**src/rtl/kdsl_pkg.sv**
```systemverilog
// ----------------------------------------------------------------------------
// kdsl_pkg: shared types and constants for the keypad debounce block
// Field widths, register codes, reset values and the per-key entry layout.
// ----------------------------------------------------------------------------
package kdsl_pkg;

  localparam int KEYS_DEF   = 9;
  localparam int MS_W       = 32;
  localparam int CFG_W      = 16;
  localparam int CFG_IDX_W  = 8;
  localparam int MEDIA_W    = 7;
  localparam int MEDIA_KEYS = 7;
  localparam int LIGHT_KEY  = 7;

  // Result queue depth; requests in flight are limited to it.
  localparam int OUT_DEPTH  = 4;
  localparam int OUT_PTR_W  = $clog2(OUT_DEPTH);
  localparam int OUT_CNT_W  = $clog2(OUT_DEPTH + 1);

  localparam logic [CFG_IDX_W-1:0] REG_DEBOUNCE = 8'd0;
  localparam logic [CFG_IDX_W-1:0] REG_FLASH    = 8'd1;
  localparam logic [CFG_IDX_W-1:0] REG_BLINK    = 8'd2;

  localparam logic [CFG_W-1:0] DEBOUNCE_RST = 16'd20;
  localparam logic [CFG_W-1:0] FLASH_RST    = 16'd80;
  localparam logic [CFG_W-1:0] BLINK_RST    = 16'd500;

  typedef struct packed {
    logic            raw;
    logic            stable;
    logic [MS_W-1:0] chg_time;
  } key_ent_t;

endpackage

```
**src/rtl/keypad_debounce_status_led.sv**
```systemverilog
// ----------------------------------------------------------------------------
// keypad_debounce_status_led: debounced keypad scanner with status LED
// Per-key debounce state lives in a small synchronous memory that is read,
// updated and written back once per key of each scan request.
// ----------------------------------------------------------------------------
//  Channel | Direction | Handshake             | Payload
//  in      | input     | in_valid / in_ready   | raw_keys, now_ms, is_connected
//  out     | output    | out_valid / out_ready | press_mask, media_mask,
//          |           |                       | backlight_on, status_led
//  cfg     | input     | cfg_valid / cfg_ready | cfg_index, cfg_data
//
//  A scan request issues one memory read-modify-write per key in turn;
//  the next request may be accepted in the cycle that issues the last key.
//  Keys are read in stage A and updated in stage B; stage C queues the result.
//  Results wait in a four-entry queue; at most four requests are in flight,
//  so a stalled output stops input once four requests are unanswered.
//  Reset marks every key entry unwritten, which reads as all zero; no
//  clearing pass is needed. cfg_ready is always high.
// ----------------------------------------------------------------------------
module keypad_debounce_status_led #(
  parameter int KEYS = kdsl_pkg::KEYS_DEF
) (
  input  logic                           clk,
  input  logic                           rst_n,
  input  logic                           in_valid,
  output logic                           in_ready,
  input  logic [KEYS-1:0]                in_raw_keys,
  input  logic [kdsl_pkg::MS_W-1:0]      in_now_ms,
  input  logic                           in_is_connected,
  output logic                           out_valid,
  input  logic                           out_ready,
  output logic [KEYS-1:0]                out_press_mask,
  output logic [kdsl_pkg::MEDIA_W-1:0]   out_media_mask,
  output logic                           out_backlight_on,
  output logic                           out_status_led,
  input  logic                           cfg_valid,
  output logic                           cfg_ready,
  input  logic [kdsl_pkg::CFG_IDX_W-1:0] cfg_index,
  input  logic [kdsl_pkg::CFG_W-1:0]     cfg_data
);

  localparam int KW   = (KEYS > 1) ? $clog2(KEYS) : 1;
  localparam int MS_W = kdsl_pkg::MS_W;
  localparam int MW   = kdsl_pkg::MEDIA_W;
  localparam int EXT  = kdsl_pkg::MS_W - kdsl_pkg::CFG_W;
  localparam int PW   = kdsl_pkg::OUT_PTR_W;
  localparam int CW   = kdsl_pkg::OUT_CNT_W;
  localparam logic [KW-1:0] LAST_KEY = KW'(KEYS - 1);
  localparam logic [CW-1:0] CREDITS  = CW'(kdsl_pkg::OUT_DEPTH);

  // Configuration registers.
  logic [kdsl_pkg::CFG_W-1:0] debounce_r, flash_r, blink_r;

  assign cfg_ready = 1'b1;

  always_ff @(posedge clk) begin
    if (!rst_n) begin
      debounce_r <= kdsl_pkg::DEBOUNCE_RST;
      flash_r    <= kdsl_pkg::FLASH_RST;
      blink_r    <= kdsl_pkg::BLINK_RST;
    end else if (cfg_valid) begin
      case (cfg_index)
        kdsl_pkg::REG_DEBOUNCE: debounce_r <= cfg_data;
        kdsl_pkg::REG_FLASH:    flash_r    <= cfg_data;
        kdsl_pkg::REG_BLINK:    blink_r    <= cfg_data;
        default: ;
      endcase
    end
  end

  // Stage A: request register and key counter, issues one memory read a cycle.
  logic            a_busy_r;
  logic [KW-1:0]   a_key_r;
  logic [KEYS-1:0] a_keys_r;
  logic [MS_W-1:0] a_now_r;
  logic            a_conn_r;
  logic [MS_W-1:0] a_fdl_r;
  logic            a_last;
  logic            in_fire;
  logic            out_fire;
  logic [CW-1:0]   pend_r;

  assign a_last   = (a_key_r == LAST_KEY);
  assign in_ready = (!a_busy_r || a_last) && (pend_r < CREDITS);
  assign in_fire  = in_valid && in_ready;

  always_ff @(posedge clk) begin
    if (!rst_n) begin
      a_busy_r <= 1'b0;
      a_key_r  <= '0;
    end else if (in_fire) begin
      a_busy_r <= 1'b1;
      a_key_r  <= '0;
    end else if (a_busy_r) begin
      a_busy_r <= !a_last;
      a_key_r  <= a_last ? '0 : a_key_r + KW'(1);
    end
  end

  always_ff @(posedge clk) begin
    if (in_fire) begin
      a_keys_r <= in_raw_keys;
      a_now_r  <= in_now_ms;
      a_conn_r <= in_is_connected;
      a_fdl_r  <= in_now_ms + {{EXT{1'b0}}, flash_r};
    end
  end

  // Key state memory with write-to-read forwarding.
  kdsl_pkg::key_ent_t key_mem [KEYS];
  logic [KEYS-1:0]    written_r;
  kdsl_pkg::key_ent_t rd_data_r;
  logic               rd_ok_r;
  logic               wr_en;
  kdsl_pkg::key_ent_t wr_data;
  logic [KW-1:0]      wr_addr;
  logic               fwd;

  assign fwd = wr_en && (wr_addr == a_key_r);

  always_ff @(posedge clk) begin
    if (wr_en) begin
      key_mem[wr_addr] <= wr_data;
    end
  end

  always_ff @(posedge clk) begin
    if (a_busy_r) begin
      rd_data_r <= fwd ? wr_data : key_mem[a_key_r];
    end
  end

  always_ff @(posedge clk) begin
    if (!rst_n) begin
      written_r <= '0;
      rd_ok_r   <= 1'b0;
    end else begin
      if (wr_en) begin
        written_r[wr_addr] <= 1'b1;
      end
      if (a_busy_r) begin
        rd_ok_r <= fwd || written_r[a_key_r];
      end
    end
  end

  // Stage B: update one key entry and collect the scan's events.
  logic            b_valid_r;
  logic            b_last_r;
  logic [KW-1:0]   b_key_r;
  logic            b_lvl_r;
  logic [MS_W-1:0] b_now_r;
  logic            b_conn_r;
  logic [MS_W-1:0] b_fdl_r;
  logic [KEYS-1:0] press_acc_r, press_nxt;
  logic [MW-1:0]   media_acc_r, media_nxt;
  logic            light_r, light_nxt;
  logic [MS_W-1:0] flash_until_r, flash_until_nxt;

  kdsl_pkg::key_ent_t cur, upd;
  logic [MS_W-1:0]    held;
  logic               settled;
  logic               pressed;

  always_ff @(posedge clk) begin
    if (!rst_n) begin
      b_valid_r <= 1'b0;
    end else begin
      b_valid_r <= a_busy_r;
    end
  end

  always_ff @(posedge clk) begin
    if (a_busy_r) begin
      b_last_r <= a_last;
      b_key_r  <= a_key_r;
      b_lvl_r  <= a_keys_r[a_key_r];
      b_now_r  <= a_now_r;
      b_conn_r <= a_conn_r;
      b_fdl_r  <= a_fdl_r;
    end
  end

  always_comb begin
    cur = rd_ok_r ? rd_data_r : '0;
    upd = cur;
    if (b_lvl_r != cur.raw) begin
      upd.raw      = b_lvl_r;
      upd.chg_time = b_now_r;
    end
    held    = b_now_r - upd.chg_time;
    settled = (held >= {{EXT{1'b0}}, debounce_r});
    pressed = 1'b0;
    if (settled && (upd.stable != upd.raw)) begin
      upd.stable = upd.raw;
      pressed    = upd.raw;
    end

    press_nxt       = press_acc_r;
    media_nxt       = media_acc_r;
    light_nxt       = light_r;
    flash_until_nxt = flash_until_r;
    if (b_valid_r && pressed) begin
      press_nxt       = press_acc_r | (KEYS'(1) << b_key_r);
      flash_until_nxt = b_fdl_r;
      if (int'(b_key_r) < kdsl_pkg::MEDIA_KEYS) begin
        if (b_conn_r) begin
          media_nxt = media_acc_r | (MW'(1) << b_key_r);
        end
      end else if (int'(b_key_r) == kdsl_pkg::LIGHT_KEY) begin
        light_nxt = !light_r;
      end
    end
  end

  assign wr_en   = b_valid_r;
  assign wr_addr = b_key_r;
  assign wr_data = upd;

  // Stage C: status LED update once all keys of a scan are done.
  logic            c_valid_r;
  logic [MS_W-1:0] c_now_r;
  logic            c_conn_r;
  logic [KEYS-1:0] c_press_r;
  logic [MW-1:0]   c_media_r;
  logic            phase_r, phase_nxt;
  logic [MS_W-1:0] last_blink_r, last_blink_nxt;
  logic            led_r, led_nxt;

  always_ff @(posedge clk) begin
    if (!rst_n) begin
      press_acc_r   <= '0;
      media_acc_r   <= '0;
      light_r       <= 1'b0;
      flash_until_r <= '0;
      c_valid_r     <= 1'b0;
    end else begin
      light_r       <= light_nxt;
      flash_until_r <= flash_until_nxt;
      c_valid_r     <= b_valid_r && b_last_r;
      if (b_valid_r && b_last_r) begin
        press_acc_r <= '0;
        media_acc_r <= '0;
      end else if (b_valid_r) begin
        press_acc_r <= press_nxt;
        media_acc_r <= media_nxt;
      end
    end
  end

  always_ff @(posedge clk) begin
    if (b_valid_r && b_last_r) begin
      c_now_r   <= b_now_r;
      c_conn_r  <= b_conn_r;
      c_press_r <= press_nxt;
      c_media_r <= media_nxt;
    end
  end

  always_comb begin
    phase_nxt      = phase_r;
    last_blink_nxt = last_blink_r;
    led_nxt        = led_r;
    if (c_now_r < flash_until_r) begin
      led_nxt = 1'b0;
    end else if (c_conn_r) begin
      led_nxt = 1'b1;
    end else if ((c_now_r - last_blink_r) >= {{EXT{1'b0}}, blink_r}) begin
      last_blink_nxt = c_now_r;
      phase_nxt      = !phase_r;
      led_nxt        = !phase_r;
    end
  end

  always_ff @(posedge clk) begin
    if (!rst_n) begin
      phase_r      <= 1'b0;
      last_blink_r <= '0;
      led_r        <= 1'b0;
    end else if (c_valid_r) begin
      phase_r      <= phase_nxt;
      last_blink_r <= last_blink_nxt;
      led_r        <= led_nxt;
    end
  end

  // Result queue. Light level is sampled before the next scan's toggle lands.
  logic [KEYS-1:0] q_press [kdsl_pkg::OUT_DEPTH];
  logic [MW-1:0]   q_media [kdsl_pkg::OUT_DEPTH];
  logic            q_light [kdsl_pkg::OUT_DEPTH];
  logic            q_led   [kdsl_pkg::OUT_DEPTH];
  logic [PW-1:0]   wp_r, rp_r;
  logic [CW-1:0]   cnt_r;

  assign out_valid        = (cnt_r != '0);
  assign out_fire         = out_valid && out_ready;
  assign out_press_mask   = q_press[rp_r];
  assign out_media_mask   = q_media[rp_r];
  assign out_backlight_on = q_light[rp_r];
  assign out_status_led   = q_led[rp_r];

  always_ff @(posedge clk) begin
    if (c_valid_r) begin
      q_press[wp_r] <= c_press_r;
      q_media[wp_r] <= c_media_r;
      q_light[wp_r] <= light_r;
      q_led[wp_r]   <= led_nxt;
    end
  end

  always_ff @(posedge clk) begin
    if (!rst_n) begin
      wp_r   <= '0;
      rp_r   <= '0;
      cnt_r  <= '0;
      pend_r <= '0;
    end else begin
      if (c_valid_r) begin
        wp_r <= wp_r + PW'(1);
      end
      if (out_fire) begin
        rp_r <= rp_r + PW'(1);
      end
      cnt_r  <= cnt_r + CW'(c_valid_r) - CW'(out_fire);
      pend_r <= pend_r + CW'(in_fire) - CW'(out_fire);
    end
  end

  a_pend_bound: assert property (@(posedge clk) disable iff (!rst_n)
    pend_r <= CREDITS)
    else $error("more requests in flight than the result queue holds");

  a_queue_room: assert property (@(posedge clk) disable iff (!rst_n)
    c_valid_r |-> (cnt_r < CREDITS) || out_fire)
    else $error("result written into a full queue");

  a_queue_le_pend: assert property (@(posedge clk) disable iff (!rst_n)
    cnt_r <= pend_r)
    else $error("queued results exceed requests in flight");

  a_accept_slot: assert property (@(posedge clk) disable iff (!rst_n)
    in_fire |=> a_busy_r && (a_key_r == '0))
    else $error("accepted request did not start at the first key");

endmodule

```
**config.mk**
```make
export PLATFORM = sky130hd
export DESIGN_NAME = keypad_debounce_status_led
export DESIGN_NICKNAME = d
export VERILOG_FILES = /design/src/rtl/kdsl_pkg.sv /design/src/rtl/keypad_debounce_status_led.sv
export SDC_FILE = /design/constraint.sdc
export NUM_CORES = 1
export LEC_CHECK = 0
export BUFFER_PORTS_ARGS = -buffer_cell sky130_fd_sc_hd__buf_2
export CAP_MARGIN = 20
export CELL_PAD_IN_SITES_DETAIL_PLACEMENT = 0
export CELL_PAD_IN_SITES_GLOBAL_PLACEMENT = 2
export CORE_MARGIN = 2
export CORE_UTILIZATION = 48
export CTS_CLUSTER_SIZE = 20
export DETAILED_ROUTE_END_ITERATION = 10
export GPL_ROUTABILITY_DRIVEN = 1
export HOLD_SLACK_MARGIN = 0.12
export MAX_ROUTING_LAYER = met4
export PLACE_DENSITY_LB_ADDON = 0.1
export SLEW_MARGIN = 20
export SYNTH_ARGS = -nofsm -noshare
export SYNTH_HDL_FRONTEND = slang
export SYNTH_SLANG_ARGS = --single-unit
```
**constraint.sdc**
```tcl
create_clock -name clk -period 11.91 [get_ports clk]
set_input_delay 3.573 -clock clk [delete_from_list [all_inputs] [get_ports clk]]
set_output_delay 3.573 -clock clk [all_outputs]
set_load 0.1 [all_outputs]
```
==> impl_table.tex <==
\begin{tabular}{lr}
\hline
Metric & Value \\
\hline
\multicolumn{2}{l}{\textbf{Run status}} \\
Outcome & completed \\
\multicolumn{2}{l}{\textbf{Synth}} \\
Count of state elements after synthesis & 766 \\
Leading cell type by number of instances after synthesis & edfxtp\_1 \\
Fraction of registers with async set or reset after synthesis & 0 \\
Total nets after synthesis & 2919 \\
Avg Inst Size Synth & 13.04 um2 \\
Dominant cells by area after synthesis & edfxtp\_1 (52\%), dfxtp\_1 (9.1\%), mux4\_2 (5.8\%), ha\_1 (5.1\%), nand2\_1 (3.9\%) \\
Post-synth EDFFs & 606 \\
Sequential cell area fraction in the yosys report & 0.6076 \\
Area of the mapped netlist & 0.03522 mm2 \\
Cell taking the most area after synthesis & edfxtp\_1 \\
Synthesized instance count & 2701 \\
Synth Flop Type & edfxtp\_1 \\
Yosys synthesis warning count & 0 \\
Proportion of netlist area held by the largest area contributor & 0.5167 \\
Most instantiated cells after synthesis & edfxtp\_1 (606), nand2\_1 (364), inv\_1 (163), dfxtp\_1 (160), ha\_1 (143) \\
Count of cell types in the netlist & 84 \\
\multicolumn{2}{l}{\textbf{Clocking}} \\
Cts repair resizes & 0 \\
Number of setup buffers added after CTS & 0 \\
TritonCTS sink count & 766 \\
CTS tree & yes \\
Master cell of the clock root buffer & clkbuf\_16 \\
Number of clock buffers inserted by TritonCTS & 84 \\
H-tree depth & 3 \\
Total of hold buffers inserted after clock tree synthesis & 0 \\
Clock slew seen by the registers of the worst setup and hold paths & 0.06 ns \\
Clock network latency to the later pin of the worst-skew pair & 0.64 ns \\
Maximum buffer depth of the clock tree & 3 \\
\multicolumn{2}{l}{\textbf{Worst setup path}} \\
Critical path launch point & b\_lvl\_r \\
Buf+Inv Stages, Crit Path & 3 \\
R2r worst-path depth & 24 \\
Endpoint of the lowest-slack register-to-register path & c\_press\_r[8] \\
Timing endpoint of the critical path & c\_press\_r[8] \\
Most numerous cell on the critical path & ha\_1 \\
Largest driver fanout on the critical path & 62 \\
Crit path depth & 24 \\
Startpoint kind of the worst setup timing path & flip-flop \\
Endpoint arrival time on the critical path & 7.74 ns \\
Chain of cells forming the critical path & ha\_1 > buf\_4 > and2\_1 > nand2\_1 > o21ai\_0 > ha\_1 > inv\_1 > ha\_1 > a31oi\_1 > o32a\_1 > o221ai\_2 > a31oi\_2 > nand2\_1 > a21oi\_1 > xnor2\_1 > ha\_1 > a21o\_1 > a2111oi\_0 > o2111ai\_1 > nor4\_1 > nand4\_1 > nor2b\_4 > buf\_4 > a41o\_1 \\
Beginning of the worst register-to-register path & b\_lvl\_r \\
Maximum single-stage delay on the critical path & 0.79 ns \\
Critical path start-end classification & reg -> reg \\
Req. time, crit path & 12.30 ns \\
Crit end category & flip-flop \\
Critical path's slowest cell & and2\_1 \\
Worst-case register-to-register setup slack & 4.56 ns \\
Kind of cell adding the most delay to the critical path & compound AO/OA/AOI/OAI gates \\
\multicolumn{2}{l}{\textbf{Routing}} \\
Violation count after the first detailed-routing iteration & 1450 \\
Drt via density & 5.615 \\
Wire length reported by the detailed router & 81.36 mm \\
Wirelength per Cell & 21.35 um \\
Number of detailed-route iterations in the first pass & 5 \\
Final routed DRC violation total & 0 \\
Via total after detailed routing & 21400 \\
Post-route antenna net violation count & 0 \\
\multicolumn{2}{l}{\textbf{STA}} \\
Final Setup Violations & 0 \\
Number of failing hold endpoints at the final stage & 0 \\
Final cycle utilization of the critical path & 0.6171 \\
Number of max-slew violations in the final report & 0 \\
Max-slew headroom & 0.2759 \\
Unrepaired setup endpoints after global routing & false \\
Fmax & 136.1 MHz \\
Post-layout minimum cycle time & 7.349 ns \\
Least-Margin Pin Slew & 1.086 ns \\
Maximum clock skew at final layout & 0.02801 ns \\
Accumulated negative setup slack & 0 ns \\
\multicolumn{2}{l}{\textbf{Place}} \\
Total half-perimeter wirelength after legalization and detailed placement & 53.25 mm \\
Port Buffer Count & 90 \\
Final Wtd Congestion & 0.8831 \\
Placed cell count & 3651 \\
\multicolumn{2}{l}{\textbf{Cells and area}} \\
Combined area of the multi-input logic cells & 0.01271 mm2 \\
Number of filler instances in the final layout & 6059 \\
Area growth from synthesis to final layout & 11.96\% \\
Share of post-route cells with drive strength above 1 & 0.1364 \\
Final-stage net count & 2997 \\
Register area & 0.02141 mm2 \\
Non-filler instance count after layout & 3811 \\
\multicolumn{2}{l}{\textbf{Job}} \\
Max capacitance violation total & 0 \\
\multicolumn{2}{l}{\textbf{Floorplanning}} \\
Top-Level Pins & 92 \\
Area of the die & 0.07556 mm2 \\
Cell Rows & 99 \\
Vertical die dimension & 274.9 um \\
Std-Cell Core Area & 0.07283 mm2 \\
Die Span X & 274.9 um \\
Starting density of the core & 0.4835 \\
\multicolumn{2}{l}{\textbf{GRT}} \\
First-pass GRT wire length & 125.9 mm \\
Grt ovf & 0 \\
Vias in the first global route & 21457 \\
Pin count of the biggest net entering global routing & 86 \\
Antenna violations before repair & 1 \\
Aggregate global-route resource usage & 0.2248 \\
\multicolumn{2}{l}{\textbf{Pwr}} \\
Power per Cell Area & 176.5 mW/mm2 \\
Worst vdd rail ir drop & 185.1 uV \\
Leakage power of the design & 13.96 nW \\
\multicolumn{2}{l}{\textbf{Hold path}} \\
Worst hold path class & reg -> reg \\
\hline
\end{tabular}
## cells by family (layout without fill, tap and decap cells)
group,after synthesis,after routing,synth area share
adder cells (fa/ha/maj),147,147,0.05308
XOR/XNOR,91,91,0.02263
AO/OA/AOI/OAI,487,487,0.09447
buffers and inverters,290,440,0.03396
multiplexers,231,231,0.09820
other,1,2,0.0001065
AND/OR/NAND/NOR,688,688,0.08992
flip-flops,766,766,0.6076
## power by group
| part | switching (mW) | leakage (nW) | internal (mW) |
|---|---|---|---|
| clock | 1.08 | 1.37 | 1.54 |
| sequential | 0.106 | 6.89 | 3.09 |
| combinational | 0.750 | 5.70 | 0.395 |
| total | 1.94 | 14.0 | 5.02 |
## metrics by stage
stage,setup slack [ns],utilization,power (mW),area [um2],hold slack (ns)
floorplan,4.754,-,4.098,35220,0.4003
global placement,4.788,0.5025,4.383,36600,0.4005
detailed placement,4.577,0.5025,4.402,36600,0.4045
CTS,4.555,0.5412,7.031,39420,0.4137
global route,3.987,0.5414,7.261,39430,0.4173
finish,4.561,0.5414,6.960,39430,0.4149
## registers in the layout, indices dropped and copies added, names as in the netlist, 16 cells and up, named ones only
name,cells
flash_until_r,32
debounce_r,16
last_blink_r,32
q_media,28
key_mem,306
a_now_r,32
a_fdl_r,32
flash_r,16
q_press,36
rd_data_r,34
b_fdl_r,32
b_now_r,32
c_now_r,32
blink_r,16
## worst min path at each step
| stage | start | to | slack (ns) | depth (start not counted) |
|---|---|---|---|---|
| global placement | a_fdl_r[7] | b_fdl_r[7] | 0.40 | 0 |
| finish | a_fdl_r[8] | b_fdl_r[8] | 0.41 | 0 |
| detailed placement | a_fdl_r[10] | b_fdl_r[10] | 0.40 | 0 |
| CTS | a_fdl_r[7] | b_fdl_r[7] | 0.41 | 0 |
| global route | a_fdl_r[8] | b_fdl_r[8] | 0.42 | 0 |
| floorplan | a_conn_r | b_conn_r | 0.40 | 0 |
## cell type report
type,count,share of cell area
flip-flops and latches,766,0.5430
inverters,165,0.01577
diodes,1,0.00006346
clock inverters,51,0.01352
clock buffers,107,0.05810
well taps,959,0.03043
repair buffers,117,0.01666
multi-input cells,1645,0.3224
## metal layers
metal | vias up | routed length, um | GRT usage
met3 | 159 | 2834 | 0.02828
met1 | 10602 | 37380 | 0.3012
met4 | 0 | 2444 | 0.07141
li1 | 10188 | - | -
met5 | - | 0 | -
met2 | 451 | 38700 | 0.3587
## cell usage in the layout (no fill, tap or decap), drive strengths merged, types with 10 or more instances in the layout
cell and n:
o221ai 10, o21ai 87, mux2i 125, and3 22
nand2b 26, dfxtp 160, xnor2 58, nor2b 47
a31o 11, o21a 24, a21oi 121, a31oi 13
nor2 84, xor2 33, a21boi 31, a22oi 21
o21bai 12, o211ai 13, nor3 29, clkbuf 107
buf 117, and2 27, mux4 90, nand3 28
clkinv 28, nand4 20, inv 174, a21o 51
nand2 364, edfxtp 606, mux2 16, ha 143
Note: power is estimated with default switching activity, not from simulation.
